==> src/rtl/msrt_pkg.sv <==
`timescale 1ns / 1ps

package msrt_pkg;

    localparam logic [1:0] MODE_TICK  = 2'd0;
    localparam logic [1:0] MODE_READ  = 2'd1;
    localparam logic [1:0] MODE_WRITE = 2'd2;

    localparam logic [7:0] ADDR_CMD   = 8'hEA;
    localparam logic [7:0] WRITE_FLAG = 8'h80;

    localparam int S_TDATA_W = 48;
    localparam int M_TDATA_W = 48;

    typedef logic [2:0] len_t;

    // data length in bytes for a register address, 0 when unknown or for a read of ADDR_CMD
    function automatic len_t table_length(input logic [7:0] addr, input logic wr);
        len_t len;
        len = 3'd0;
        if (addr == ADDR_CMD) begin
            len = wr ? 3'd1 : 3'd0;
        end else begin
            case (addr) inside
                8'h07, 8'h08, [8'h40:8'h43]:                        len = 3'd1;
                [8'h00:8'h06], [8'h09:8'h17], 8'h20, 8'h21, 8'h25,
                8'h45:                                              len = 3'd2;
                [8'h22:8'h24], [8'h29:8'h2D], [8'h30:8'h32], 8'h35,
                8'h7F:                                              len = 3'd3;
                [8'h26:8'h28], 8'h44:                               len = 3'd4;
                default:                                            len = 3'd0;
            endcase
        end
        return len;
    endfunction

endpackage

==> src/rtl/meter_spi_register_transfer_unit.sv <==
`timescale 1ns / 1ps

// SPI master for the register file of a metering chip, one serial bit slot per word.
// Input channel s_*: s_tuser carries the mode (tick, start read, start write);
// s_tdata carries the register address, write data and the sampled MISO bit.
// A start word latches the address, looks up the data length and pulls chip
// select low. Each following tick word issues one serial clock: 8 address bits
// MSB first, then 8 bits per data byte out (write) or in (read). The last slot
// raises chip select and done; unknown addresses end after the address byte.
// Output channel m_*: one result word per input word, carrying chip select,
// clock pulse, MOSI bit, busy/done, read data, byte count and unknown flag.
// Each result is held in a single output register; a word is accepted in every
// cycle while that register is empty or its result is taken in the same cycle.
// When the receiver stalls, the result holds in the output register and the
// input is held off until it is taken, so nothing is lost or repeated.
// Reset (aresetn low, synchronous) ends any transfer: idle, chip select high,
// output register empty.
module meter_spi_register_transfer_unit
    import msrt_pkg::*;
(
    input  logic                 aclk,
    input  logic                 aresetn,
    input  logic                 s_tvalid,
    output logic                 s_tready,
    // reg_address[7:0], write_value[39:8], miso_bit[40], zero fill
    input  logic [S_TDATA_W-1:0] s_tdata,
    // mode[1:0]
    input  logic [1:0]           s_tuser,
    output logic                 m_tvalid,
    input  logic                 m_tready,
    // chip_select_n[0], clock_pulse[1], mosi_bit[2], busy_res[3], done_res[4],
    // read_value[36:5], byte_count[39:37], unknown_address[40], zero fill
    output logic [M_TDATA_W-1:0] m_tdata
);

    logic        active_reg,   active_next;
    logic        writing_reg,  writing_next;
    logic [5:0]  slot_reg,     slot_next;
    len_t        len_reg,      len_next;
    logic [39:0] tx_reg,       tx_next;
    logic [31:0] rx_reg,       rx_next;
    logic        out_valid_reg;
    logic [M_TDATA_W-1:0] out_data_reg, out_data_next;

    logic        s_accept;
    logic [1:0]  mode;
    logic [7:0]  addr;
    logic [31:0] wval;
    logic        miso;
    logic        wr;
    len_t        start_len;
    logic [7:0]  abyte;
    logic [31:0] wdata;
    logic        clk_pulse, mosi, done;
    logic [31:0] rval;
    logic        show_len;

    assign s_tready = !out_valid_reg || m_tready;
    assign s_accept = s_tvalid && s_tready;
    assign m_tvalid = out_valid_reg;
    assign m_tdata  = out_data_reg;

    assign mode = s_tuser;
    assign addr = s_tdata[7:0];
    assign wval = s_tdata[39:8];
    assign miso = s_tdata[40];

    assign wr        = (mode == MODE_WRITE);
    assign start_len = table_length(addr, wr);

    always_comb begin
        abyte = addr;
        if (wr && addr != ADDR_CMD) begin
            abyte = addr | WRITE_FLAG;
        end
        wdata = '0;
        if (wr) begin
            case (start_len)
                3'd1:    wdata = {wval[7:0], 24'd0};
                3'd2:    wdata = {wval[15:0], 16'd0};
                3'd3:    wdata = {wval[23:0], 8'd0};
                3'd4:    wdata = wval;
                default: wdata = '0;
            endcase
        end
    end

    always_comb begin
        active_next  = active_reg;
        writing_next = writing_reg;
        slot_next    = slot_reg;
        len_next     = len_reg;
        tx_next      = tx_reg;
        rx_next      = rx_reg;
        clk_pulse    = 1'b0;
        mosi         = 1'b0;
        done         = 1'b0;
        rval         = '0;
        if (!active_reg && (mode == MODE_READ || mode == MODE_WRITE)) begin
            active_next  = 1'b1;
            writing_next = wr;
            slot_next    = '0;
            len_next     = start_len;
            tx_next      = {abyte, wdata};
            rx_next      = '0;
        end else if (active_reg && mode == MODE_TICK) begin
            clk_pulse = 1'b1;
            mosi      = tx_reg[39];
            // data phase of a read: sample miso, drive mosi low
            if (slot_reg >= 6'd8 && !writing_reg) begin
                mosi    = 1'b0;
                rx_next = {rx_reg[30:0], miso};
            end
            tx_next = {tx_reg[38:0], 1'b0};
            // last slot is 8 * (len + 1) - 1
            if (slot_reg >= {len_reg, 3'b111}) begin
                done        = 1'b1;
                active_next = 1'b0;
                if (!writing_reg && len_reg != 3'd0) begin
                    rval = rx_next;
                end
            end
            slot_next = slot_reg + 6'd1;
        end
        show_len = active_next || done;
        out_data_next = {7'd0,
                         show_len && (len_next == 3'd0),
                         show_len ? len_next : 3'd0,
                         rval, done, active_next, mosi, clk_pulse, !active_next};
    end

    always_ff @(posedge aclk) begin
        if (!aresetn) begin
            active_reg    <= 1'b0;
            writing_reg   <= 1'b0;
            slot_reg      <= '0;
            len_reg       <= '0;
            tx_reg        <= '0;
            rx_reg        <= '0;
            out_valid_reg <= 1'b0;
        end else begin
            if (s_accept) begin
                active_reg  <= active_next;
                writing_reg <= writing_next;
                slot_reg    <= slot_next;
                len_reg     <= len_next;
                tx_reg      <= tx_next;
                rx_reg      <= rx_next;
            end
            if (s_accept) begin
                out_valid_reg <= 1'b1;
            end else if (m_tready) begin
                out_valid_reg <= 1'b0;
            end
        end
    end

    always_ff @(posedge aclk) begin
        if (s_accept) begin
            out_data_reg <= out_data_next;
        end
    end

`ifndef SYNTHESIS
    a_done_has_clock: assert property (@(posedge aclk) disable iff (!aresetn)
        m_tvalid && m_tdata[4] |-> m_tdata[1])
        else $error("done without a serial clock");

    a_read_only_on_done: assert property (@(posedge aclk) disable iff (!aresetn)
        m_tvalid && (m_tdata[36:5] != 32'd0) |-> m_tdata[4])
        else $error("read data outside the done slot");

    a_state_holds: assert property (@(posedge aclk) disable iff (!aresetn)
        !s_accept |=> $stable(active_reg) && $stable(slot_reg))
        else $error("transfer state moved without an input word");

    a_stall_holds: assert property (@(posedge aclk) disable iff (!aresetn)
        m_tvalid && !m_tready |=> m_tvalid && $stable(m_tdata))
        else $error("stalled result changed");
`endif

endmodule
==> config.mk <==
export PLATFORM = sky130hd
export DESIGN_NAME = meter_spi_register_transfer_unit
export DESIGN_NICKNAME = d
export VERILOG_FILES = /design/src/rtl/msrt_pkg.sv /design/src/rtl/meter_spi_register_transfer_unit.sv
export SDC_FILE = /design/constraint.sdc
export NUM_CORES = 1
export LEC_CHECK = 0
export BUFFER_PORTS_ARGS = -buffer_cell sky130_fd_sc_hd__buf_2
export CORE_MARGIN = 2
export CORE_UTILIZATION = 45
export DETAILED_ROUTE_END_ITERATION = 10
export GPL_ROUTABILITY_DRIVEN = 0
export PLACE_DENSITY_LB_ADDON = 0.25
export SLEW_MARGIN = 25
export SYNTH_ARGS = -nofsm -noshare
export SYNTH_HDL_FRONTEND = slang
export SYNTH_SLANG_ARGS = --single-unit
==> constraint.sdc <==
create_clock -name aclk -period 4.35 [get_ports aclk]
set_input_delay 0.87 -clock aclk [delete_from_list [all_inputs] [get_ports aclk]]
set_output_delay 0.87 -clock aclk [all_outputs]
set_load 0.1 [all_outputs]
== Word level (Yosys, flattened, before mapping) ==
Cells that the tools add are included.
W data, S select, Z words.

* Add/subtract/negate cells: 1
* Order comparisons: 16
* Equal/unequal tests: 17
* Muxes and demuxes: 26
* Bitwise operators: 3
* Reductions and logical operators: 34

{| class="wikitable"
|+ Operators with widths
! cell !! number
|-
| $mux W32 || 4
|-
| $pmux W32 S4 || 1
|-
| $mux W40 || 2
|-
| $eq A8 B6 Y1 const B || 4
|-
| $ge A8 B6 Y1 const B || 4
|-
| $le A8 B6 Y1 const B || 4
|-
| $eq A8 B7 Y1 const B || 3
|-
| $mux W3 || 6
|-
| $logic_and A1 B1 Y1 || 14
|-
| $mux W6 || 2
|-
| $mux W1 || 10
|-
| $eq A8 B3 Y1 const B || 1
|-
| $eq A8 B4 Y1 const B || 1
|-
| $eq A8 B8 Y1 const B || 1
|-
| $ge A8 B1 Y1 const B || 1
|-
| $ge A8 B4 Y1 const B || 1
|-
| $ge A8 B7 Y1 const B || 1
|-
| $le A8 B3 Y1 const B || 1
|-
| $le A8 B5 Y1 const B || 1
|-
| $le A8 B7 Y1 const B || 1
|-
| $mux W8 || 1
|-
| $ne A8 B8 Y1 const B || 1
|-
| $add A6 B1 Y6 const B || 1
|-
| $eq A3 B2 Y1 const B || 2
|-
| other kinds (19) || 29
|}

* Bits in registers: 125
* Input bits: 54
* Output and inout bits: 50
* Word-level logic and storage cells: 109

== Depth between registers and ports, before layout ==
Gate-level depths: netlist of the first run.

* Word-level depth: 12
* Mapped depth: 11
* Gate-level depth less buffers: 8

== Worst setup path before layout of the first run ==
Ideal clock, no wire load.

* Kind: in2reg
* Start point: input port m_tready
* End point: register rx_reg[26]
* Library setup time: 115 ps
* Arrival: 4,168 ps
* Required time: 4,235 ps
* Slack: 67 ps
* Stages: 8
* Buffers on the path: 2
* Cells stage by stage: nand2b_1 and2_1 clkbuf_1 nand2_1 clkbuf_1 nand2_1 o21ai_0 and2_1

* Word-level cells in the longest chain between the ends: 3

{| class="wikitable"
|+ RTL lines
! what !! line !! source
|-
| start: declaration || meter_spi_register_transfer_unit.sv:30 || <nowiki>input logic m_tready,</nowiki>
|-
| $logic_or A1 B1 Y1 || meter_spi_register_transfer_unit.sv:58 || <nowiki>assign s_tready = !out_valid_reg || m_tready;</nowiki>
|-
| $logic_and A1 B1 Y1 || meter_spi_register_transfer_unit.sv:59 || <nowiki>assign s_accept = s_tvalid && s_tready;</nowiki>
|-
| via s_accept || meter_spi_register_transfer_unit.sv:45 || <nowiki>logic s_accept;</nowiki>
|-
| $reduce_and A2 Y1 (no line) || -- ||
|-
| end signal: assignment || meter_spi_register_transfer_unit.sv:148 || <nowiki>rx_reg <= rx_next;</nowiki>
|-
| end: declaration || meter_spi_register_transfer_unit.sv:41 || <nowiki>logic [31:0] rx_reg, rx_next;</nowiki>
|}

The timed path passes the listed nets, and every way through them passes these cells.
A chain may end at the register's enable or synchronous reset.

== Worst setup path after layout of the first run ==
* Start point: input port s_tdata[1]
* End point: register tx_reg[17]

* Word-level cells in the longest chain between the ends: 12
* Elaborated cells on any way between the ends: 47
* Classes of those cells: 14 x order compare; 14 x eq/ne; 8 x mux; 11 x reduce/logical

{| class="wikitable"
|+ RTL lines
! what !! line !! source
|-
| start: declaration || meter_spi_register_transfer_unit.sv:26 || <nowiki>input logic [S_TDATA_W-1:0] s_tdata,</nowiki>
|-
| $ge A8 B6 Y1 (implied by the code) / $le A8 B6 Y1 (equally long branches) || meter_spi_register_transfer_unit.sv:69 || <nowiki>assign start_len = table_length(addr, wr);</nowiki>
|-
| $logic_and A1 B1 Y1 (implied by the code) || meter_spi_register_transfer_unit.sv:69 ||
|-
| $reduce_or A2 Y1 || msrt_pkg.sv:24 || <nowiki>case (addr) inside</nowiki>
|-
| $mux W3 (4 in a row) || msrt_pkg.sv:24 ||
|-
| $mux W3 * || msrt_pkg.sv:21 || <nowiki>if (addr == ADDR_CMD) begin</nowiki>
|-
| $eq A3 B3 Y1 (tied with other cells) || meter_spi_register_transfer_unit.sv:78 || <nowiki>case (start_len)</nowiki>
|-
| $pmux W32 S4 * || meter_spi_register_transfer_unit.sv:78 ||
|-
| $mux W32 * || meter_spi_register_transfer_unit.sv:77 || <nowiki>if (wr) begin</nowiki>
|-
| $mux W40 * || meter_spi_register_transfer_unit.sv:99 || <nowiki>if (!active_reg && (mode == MODE_READ || mode == MODE_WRITE)) begin</nowiki>
|-
| end signal: assignment || meter_spi_register_transfer_unit.sv:147 || <nowiki>tx_reg <= tx_next;</nowiki>
|-
| end: declaration || meter_spi_register_transfer_unit.sv:40 || <nowiki>logic [39:0] tx_reg, tx_next;</nowiki>
|}

Mark *: on every way between the ends. The rest lies on a longest branch, timed or not.

==> run summary, run 1 <==
final hold violation count: 0
port bufs: 89
clk sinks: 125
Peak Freq: 0.344 GHz
core footprint: 13700 um^2
CP bufs+invs: 3
antenna viol nets, final: 0
TritonCTS clock tree: yes
ys async rst share: 0
crit path max fanout: 26
startpoint types: input pin
global router's overall resource usage: 0.196
FILL cells: 1234
Crit path max-delay family: compound AO/OA/AOI/OAI gates
status: finished clean
most common cell after layout, fill and taps aside: nand2_1
Power, Total: 3.01 mW
CP endpoint kind: register
most frequent cells in the layout: nand2_1 (168), buf_2 (89), dfxtp_1 (84), a21oi_1 (47)
Sequential cell area: 2910 um^2
placed cell areas: 6690 um^2
nets: 818
Worst path most repeated cell: buf_4
CTS buffer count: 17
top-level port count: 104
hold_buf cts: 0
post-synthesis xor/xnor area fraction: 0.00560
final setup TNS: 0 ps
first-pass GRT wire length: 23200 um
share of cells above drive strength 1: 0.204
minimum clock period: 2900 ps
DR pass1 iterations: 7
Max-Cap Viols: 0
worst r2r src: len_reg[0]$_SDFFE_PN0P_
Worst EP required: 4670 ps
mux contribution to synthesized area: 0
HPWL after detailed placement: 8930 um
Leakage: 2.49 nW
critical-path cell list: buf_2 -> or3_1 -> a2111oi_0 -> a311o_1 -> buf_4 -> or3_4 -> o311ai_4 -> buf_4 -> a221oi_1
area leader, netlist: dfxtp_1
crit path from: s_tdata[1]
Multi-input gate area: 2980 um^2
main area contributors after synthesis: dfxtp_1 (27%), edfxtp_1 (20%), nand2_1 (10%)
Data arrival, critical path: 3220 ps
Worst path max stage delay: 420 ps
total wire length: 14100 um
postcts setup bufs: 0
DRC viols: 0
power per cell area: 414 nW/um^2
WHS: 464 ps
EDFF count, synth: 41
Vias per Instance: 5.63
Seq/Total Area, Yosys: 0.466
Syn Inst Count: 702
vias after detailed routing: 5349
post-synthesis simple-gate area fraction: 0.191
synthesized area: 6260 um^2
Sw Share: 0.272
Die W: 122 um
compound-cell area share of the yosys netlist: 0.259
initial core utilization: 0.456
largest family of logic cells by synthesized area: compound AO/OA/AOI/OAI gates
peak supply drop: 265 uV
Hold WC Path Type: register to register
Clock H-tree levels: 4
max FFs per register: 41
Worst-path clk slew: 50 ps
Yosys reg bits: 125
number of gates resized after cts: 0
initial antenna violation count: 0
Final Setup Violations: 0
Antenna Cells: 0
vias in the first global route: 4893
slew margin rel.: 0.375
GR Overflow Total: 0
Slew @ Worst Pin: 937 ps
post-synthesis adder-cell area fraction: 0.0140
CTS max path bufs: 2
syn avg cell area: 8.91 um^2
num rows: 43
Comb power frac: 0.125
clock power share: 0.461
yosys warns: 0
period utilisation layout: 0.668
DIE AREA: 14900 um^2
CTS root buffer: clkbuf_16
Yosys cell types: 56
Routed wire per std cell: 14.9 um
RSZ-0062 raised after global routing: false
Design Area, Final: 7270 um^2
Max stage delay cell, worst path: a2111oi_0
area grow syn2layout: 16.3%
Psw: 0.817 mW
largest net degree at the start of global routing: 65
Reg power frac: 0.414
First DRT Iteration DRCs: 570
Slew Limit Fails: 0
ys flop type: dfxtp_1
Crit Path Category: input pin to register
top cell type's share of synthesized area: 0.269
startpoint of the worst hold path: tx_reg[38]$_SDFFE_PN0P_
Max Clock Skew: 6.00 ps
die height: 122 um
Clock Latency Late Sink: 420 ps
Int Power: 2.19 mW
-- metrics by stage --
step / cells / utilization / worst slack (ps)
floorplan: 708 / - / 66.8
global placement: 918 / 0.488 / 1130
detailed placement: 918 / 0.488 / 1030
CTS: 950 / 0.530 / 1470
global route: 950 / 0.530 / 1320
finish: 950 / 0.530 / 1450
-- worst min-delay path, stage by stage, from the launching register on --
cell	delay (ps)
dfxtp_1	310
nand2_1	60
a21oi_1	50
-- routing by layer --
metal / vias up / GRT usage / wire, um
li1: 2639 / - / -
met1: 2521 / 0.256 / 6490
met2: 168 / 0.311 / 6620
met3: 21 / 0.0478 / 805
met4: 0 / 0.0790 / 226
met5: - / 0 / 0
-- power by group through the flow --
stage / Combinational, mW / Clock, mW / Sequential (mW)
finish: 0.375 / 1.39 / 1.25
CTS: 0.374 / 1.41 / 1.25
detailed placement: 0.373 / 0 / 1.27
floorplan: 0.147 / 0 / 1.43
global route: 0.395 / 1.47 / 1.25
global placement: 0.368 / 0 / 1.27
-- kinds of logic after synthesis --
group                      count (synthesis)
AOI/OAI and AO/OA                        218
xor gates and xnor gates                   4
adders and majority gates                  7
buffers and inverters                     82
DFF                                      125
other                                      1
and+or+nand+nor                          265
-- synthesized netlist by cell type (4+ instances only) --
library cell / n
dfxtp_1: 84
a221oi_1: 11
a21boi_0: 7
inv_1: 11
nor2_1: 23
or3_1: 5
clkbuf_1: 40
a22o_1: 16
and2_1: 35
buf_4: 9
o22ai_1: 10
nor3_1: 8
buf_2: 11
buf_1: 5
a22oi_1: 41
a221oi_2: 12
ha_1: 7
o21ai_0: 40
nand2_1: 168
buf_6: 4
a222oi_1: 16
edfxtp_1: 41
a21oi_1: 47
-- final timing paths --
check | to | slack (ps) | depth (start not counted)
min | tx_reg[38]$_SDFFE_PN0P_ | 460 | 2
min reg2reg | tx_reg[38]$_SDFFE_PN0P_ | 460 | 2
max | tx_reg[17]$_SDFFE_PN0P_ | 1450 | 9
max reg2reg | m_tdata[35]$_SDFFCE_PP0P_ | 1890 | 8
-- final cells by class --
type                    instances  area share
clock inverters                13      0.0205
well taps                     180      0.0310
multi-input cells             501       0.409
clock buffers                  19      0.0595
flip-flops and latches        125       0.400
repair buffers                101      0.0736
inverters                      11     0.00568
Power figures use the tool's default switching activity.
==> run 2, diff against run 1 <==
==> constraint.sdc (replaced) <==
create_clock -name aclk -period 2.5 [get_ports aclk]
set_input_delay 0.5 -clock aclk [delete_from_list [all_inputs] [get_ports aclk]]
set_output_delay 0.5 -clock aclk [all_outputs]
set_load 0.1 [all_outputs]
==> run summary, run 2 (synthesis results as in run 1) <==
slew margin rel.: 0.578 (+0.203)
Data arrival, critical path: 2330 ps (-890 ps)
Worst path most repeated cell: a21oi_1
top-level port count: 104 (unchanged)
largest net degree at the start of global routing: 48 (-26%)
global router's overall resource usage: 0.198 (+0.00257)
TritonCTS clock tree: yes
minimum clock period: 2170 ps
RSZ-0062 raised after global routing: false
GR Overflow Total: 0 (unchanged)
CP endpoint kind: register
total wire length: 13900 um (-1.7%)
Vias per Instance: 5.54 (-1.5%)
num rows: 43 (unchanged)
max FFs per register: 41 (unchanged)
setup ws final: 326 ps (-1120 ps)
Worst path max stage delay: 370 ps (-50 ps)
hold_buf cts: 0 (unchanged)
CTS max path bufs: 2 (unchanged)
flop2flop setup slack: 330 ps (-1560 ps)
Crit Path Category: register to register
postcts setup bufs: 0 (unchanged)
most frequent cells in the layout: nand2_1 (168), buf_2 (89), dfxtp_1 (83), a21oi_1 (47)
Antenna Cells: 0 (unchanged)
final hold violation count: 0 (unchanged)
Routed wire per std cell: 14.3 um (-3.9%)
Worst-path clk slew: 60 ps (about the same)
Slew Limit Fails: 0 (unchanged)
CTS root buffer: clkbuf_16
Clock H-tree levels: 4 (unchanged)
initial antenna violation count: 0 (unchanged)
Die W: 122 um (unchanged)
power per cell area: 688 nW/um^2 (+66%)
Max Clock Skew: 7.88 ps (+1.88 ps)
DIE AREA: 14900 um^2 (unchanged)
First DRT Iteration DRCs: 468 (-18%)
nets: 840 (+2.7%)
peak supply drop: 334 uV (+26%)
number of gates resized after cts: 0 (unchanged)
critical-path cell list: inv_1 -> ha_1 -> a31o_2 -> a21oi_1 -> nor2b_1 -> o21ai_0 -> or3_1 -> buf_12 -> a21oi_1
Hold WC Path Type: input pin to register
most common cell after layout, fill and taps aside: nand2_1
HPWL after detailed placement: 9100 um (+2.0%)
startpoint types: register
crit path max fanout: 32 (+23%)
share of cells above drive strength 1: 0.230 (+0.0259)
DRC viols: 0 (unchanged)
FILL cells: 1235 (+0.081%)
Leakage: 2.65 nW (+6.2%)
core footprint: 13700 um^2 (unchanged)
DR pass1 iterations: 6 (-1)
Max stage delay cell, worst path: dfxtp_1
vias after detailed routing: 5389 (+0.75%)
area grow syn2layout: 21.1%
die height: 122 um (unchanged)
initial core utilization: 0.456 (unchanged)
clk sinks: 125 (unchanged)
Slew @ Worst Pin: 633 ps (-304 ps)
CTS buffer count: 17 (unchanged)
Clock Latency Late Sink: 420 ps (about the same)
final setup TNS: 0 ps (unchanged)
dpl ws: -76.9 ps (-1100 ps)
first-pass GRT wire length: 23600 um (+1.8%)
period utilisation layout: 0.870
vias in the first global route: 4934 (+0.84%)
port bufs: 89 (unchanged)
Worst EP required: 2660 ps (-2010 ps)
Max-Cap Viols: 0 (unchanged)
Final Setup Violations: 0 (unchanged)
Peak Freq: 0.460 GHz
status: finished clean
antenna viol nets, final: 0 (unchanged)
## run 2: cell count changes in the layout (fill, tap and decap cells not counted), sizes merged
cell | before | now
inv | 11 | 12
bufinv | 3 | 2
clkbuf | 19 | 17
clkinv | 8 | 9
clkinvlp | 2 | 3
buf | 101 | 123
## run 2: final timing paths
kind                           start                        end  cells after the start
max          len_reg[0]$_SDFFE_PN0P_  m_tdata[34]$_SDFFCE_PP0P_                      9
min reg2reg  tx_reg[37]$_SDFFE_PN0P_    tx_reg[37]$_SDFFE_PN0P_                      2
min                         s_tvalid      m_tvalid$_SDFFE_PN0P_                      3
max reg2reg  len_reg[0]$_SDFFE_PN0P_  m_tdata[34]$_SDFFCE_PP0P_                      9
## run 2: layout make-up
class / instances / area (um^2) / area share
tap: 180 / 225 / 0.0297
clock inverter: 15 / 148 / 0.0195
clock buffer: 17 / 425 / 0.0561
inverter: 11 / 41.3 / 0.00545
multi-input combinational: 501 / 2980 / 0.394
sequential: 125 / 2920 / 0.385
timing repair buffer: 123 / 838 / 0.111
## run 2: layer usage
| metal | vias to the layer above | share of wire | global-route usage |
|---|---|---|---|
| met5 | - | 0 | 0 |
| met4 | 0 | 0.013 | 0.0668 |
| met3 | 14 | 0.061 | 0.0473 |
| met2 | 181 | 0.48 | 0.325 |
| met1 | 2507 | 0.45 | 0.257 |
| li1 | 2687 | - | - |
## run 2: worst max-delay path: cells and delay by family (launching register included)
family                   cells  cell delay, ps
buffers and inverters        2             250
AO/OA/AOI/OAI                4             740
AND/OR/NAND/NOR              2             260
flip-flops                   1             370
adder cells (fa/ha/maj)      1             260
## run 2: metrics by stage
stage	util	instances	cell area, um^2	hold slack [ps]	total power [mW]
3_5_place_dp	0.511	940	7010	451	2.90
4_1_cts	0.552	972	7580	326	5.26
6_report	0.552	972	7580	339	5.22
3_3_place_gp	0.511	940	7010	445	2.89
5_1_grt	0.552	972	7580	338	5.40
2_1_floorplan	-	708	6300	437	2.74
## run 2: power by group
part	total (mW)	switching, mW	internal, mW
Sequential	2.17	0.0189	2.15
Clock	2.36	0.901	1.46
Combinational	0.691	0.542	0.149
Total	5.22	1.46	3.75
==> run 3, diff against run 2 <==
--- a/config.mk
+++ b/config.mk
@@ -6,8 +6,10 @@
 export NUM_CORES = 1
 export LEC_CHECK = 0
 export BUFFER_PORTS_ARGS = -buffer_cell sky130_fd_sc_hd__buf_2
+export CELL_PAD_IN_SITES_DETAIL_PLACEMENT = 0
+export CELL_PAD_IN_SITES_GLOBAL_PLACEMENT = 1
 export CORE_MARGIN = 2
-export CORE_UTILIZATION = 45
+export CORE_UTILIZATION = 39
 export DETAILED_ROUTE_END_ITERATION = 10
 export GPL_ROUTABILITY_DRIVEN = 0
 export PLACE_DENSITY_LB_ADDON = 0.25
==> run summary, run 3 (synthesis results as in run 1) <==
minimum clock period: 2160 ps (-15.2 ps)
nets: 841 (+0.12%)
FILL cells: 1563 (+27%)
largest net degree at the start of global routing: 48 (unchanged)
setup ws final: 341 ps (+15.2 ps)
Vias per Instance: 5.37 (-3.1%)
Max-Cap Viols: 0 (unchanged)
Worst-path clk slew: 50 ps (about the same)
Clock Latency Late Sink: 420 ps (about the same)
Worst path most repeated cell: a21oi_1
RSZ-0062 raised after global routing: false
CP Depth: 9 (unchanged)
Worst path max stage delay: 380 ps (about the same)
number of gates resized after cts: 0 (unchanged)
DIE AREA: 17100 um^2 (+15%)
vias in the first global route: 5087 (+3.1%)
HPWL after detailed placement: 9770 um (+7.4%)
top-level port count: 104 (unchanged)
vias after detailed routing: 5422 (+0.61%)
max FFs per register: 41 (unchanged)
crit path from: len_reg[0]$_SDFFE_PN0P_
Final Setup Violations: 0 (unchanged)
CP bufs+invs: 2 (unchanged)
area grow syn2layout: 21.6%
dpl ws: -53.6 ps (+23.2 ps)
Crit path max-delay family: compound AO/OA/AOI/OAI gates
Slew @ Worst Pin: 660 ps (+27.1 ps)
Leakage: 2.65 nW (about the same)
DR pass1 iterations: 6 (unchanged)
Final Non-Filler Cells: 1009 (+3.8%)
postcts setup bufs: 0 (unchanged)
flop2flop setup slack: 340 ps (+20 ps)
Clock H-tree levels: 4 (unchanged)
Inst Count DP: 977 (+3.9%)
CTS root buffer: clkbuf_16
Crit Path Category: register to register
worst flop-to-flop path endpoint: m_tdata[32]$_SDFFCE_PP0P_
Hold WC Path Type: input pin to register
peak supply drop: 504 uV (+51%)
WHS: 343 ps (+4.25 ps)
startpoint types: register
slew margin rel.: 0.560 (-0.0180)
Reg2Reg Depth: 9 (unchanged)
first-pass GRT wire length: 24500 um (+3.6%)
total wire length: 15000 um (+8.0%)
Max stage delay cell, worst path: dfxtp_1
crit path max fanout: 32 (unchanged)
First DRT Iteration DRCs: 521 (+11%)
Max Clock Skew: 5.95 ps (-1.93 ps)
CTS max path bufs: 2 (unchanged)
power per cell area: 692 nW/um^2 (+0.48%)
Slew Limit Fails: 0 (unchanged)
Routed wire per std cell: 14.9 um (+4.1%)
CTS buffer count: 17 (unchanged)
port bufs: 89 (unchanged)
worst r2r src: len_reg[0]$_SDFFE_PN0P_
most common cell after layout, fill and taps aside: nand2_1
Data arrival, critical path: 2320 ps (about the same)
final setup TNS: 0 ps (unchanged)
initial antenna violation count: 0 (unchanged)
core footprint: 15800 um^2 (+15%)
crit path to: m_tdata[32]$_SDFFCE_PP0P_
Design Area, Final: 7610 um^2 (+0.41%)
global router's overall resource usage: 0.181 (-0.0172)
GR Overflow Total: 0 (unchanged)
hold_buf cts: 0 (unchanged)
final hold violation count: 0 (unchanged)
period utilisation layout: 0.864 (-0.00608)
die height: 131 um (+7.2%)
most frequent cells in the layout: nand2_1 (168), buf_2 (89), dfxtp_1 (83), a21oi_1 (47)
Peak Freq: 0.463 GHz (+0.70%)
antenna viol nets, final: 0 (unchanged)
CP endpoint kind: register
num rows: 46 (+7.0%)
status: finished clean
Worst EP required: 2660 ps (about the same)
DRC viols: 0 (unchanged)
placed cell areas: 7030 um^2 (+0.39%)
TritonCTS clock tree: yes
share of cells above drive strength 1: 0.231 (+0.000971)
critical-path cell list: inv_1 -> ha_1 -> a31o_2 -> a21oi_1 -> nor2b_1 -> o21ai_0 -> or3_1 -> buf_12 -> a21oi_1
initial core utilization: 0.397 (-0.0593)
Die W: 131 um (+7.2%)
clk sinks: 125 (unchanged)
Antenna Cells: 0 (unchanged)
## run 3: changes by cell type in the layout (fill, tap and decap cells not counted)
cell,delta
buf_12,-2
buf_4,+3
clkbuf_1,+1
clkbuf_8,+2
clkinv_1,-1
clkinv_2,+1
clkinv_4,-4
clkinvlp_4,+2
inv_6,-1
## run 3: power breakdown
part	internal, mW	switching, mW	total, mW
clock	1.50	0.895	2.40
sequential	2.15	0.0194	2.17
combinational	0.151	0.546	0.696
## run 3: metal layers
layer / wire [um] / vias up / GRT usage
met5: 0 / - / 0
met4: 180 / 0 / 0.0713
met3: 830 / 15 / 0.0383
met2: 7170 / 177 / 0.299
met1: 6840 / 2550 / 0.232
li1: - / 2680 / -
## run 3: worst min path at each step
stage / startpoint / end / slack (ps) / cells after the start
global placement: tx_reg[36]$_SDFFE_PN0P_ / tx_reg[36]$_SDFFE_PN0P_ / 450 / 2
global route: s_tvalid / m_tvalid$_SDFFE_PN0P_ / 340 / 3
floorplan: tx_reg[38]$_SDFFE_PN0P_ / tx_reg[38]$_SDFFE_PN0P_ / 440 / 2
finish: s_tvalid / m_tvalid$_SDFFE_PN0P_ / 340 / 3
detailed placement: tx_reg[34]$_SDFFE_PN0P_ / tx_reg[34]$_SDFFE_PN0P_ / 450 / 2
CTS: s_tvalid / m_tvalid$_SDFFE_PN0P_ / 320 / 3
## run 3: final cells by class
type,count,area (um^2),share of cell area
sequential,125,2920,0.383
clock buffer,20,457,0.0600
timing repair buffer,124,821,0.108
clock inverter,12,120,0.0158
tap,216,270,0.0355
inverter,11,41.3,0.00543
multi-input combinational,501,2980,0.392
## run 3: worst min-delay path, delay by kind of cell
family,cells,cell delay [ps]
compound gates,1,50
buf+inv,2,170
## run 3: metrics by stage
| stage | util | total power, mW |
|---|---|---|
| 6_report | 0.483 | 5.26 |
| 5_1_grt | 0.483 | 5.45 |
| 4_1_cts | 0.483 | 5.31 |
| 3_5_place_dp | 0.446 | 2.91 |
| 3_3_place_gp | 0.446 | 2.90 |
| 2_1_floorplan | - | 2.74 |
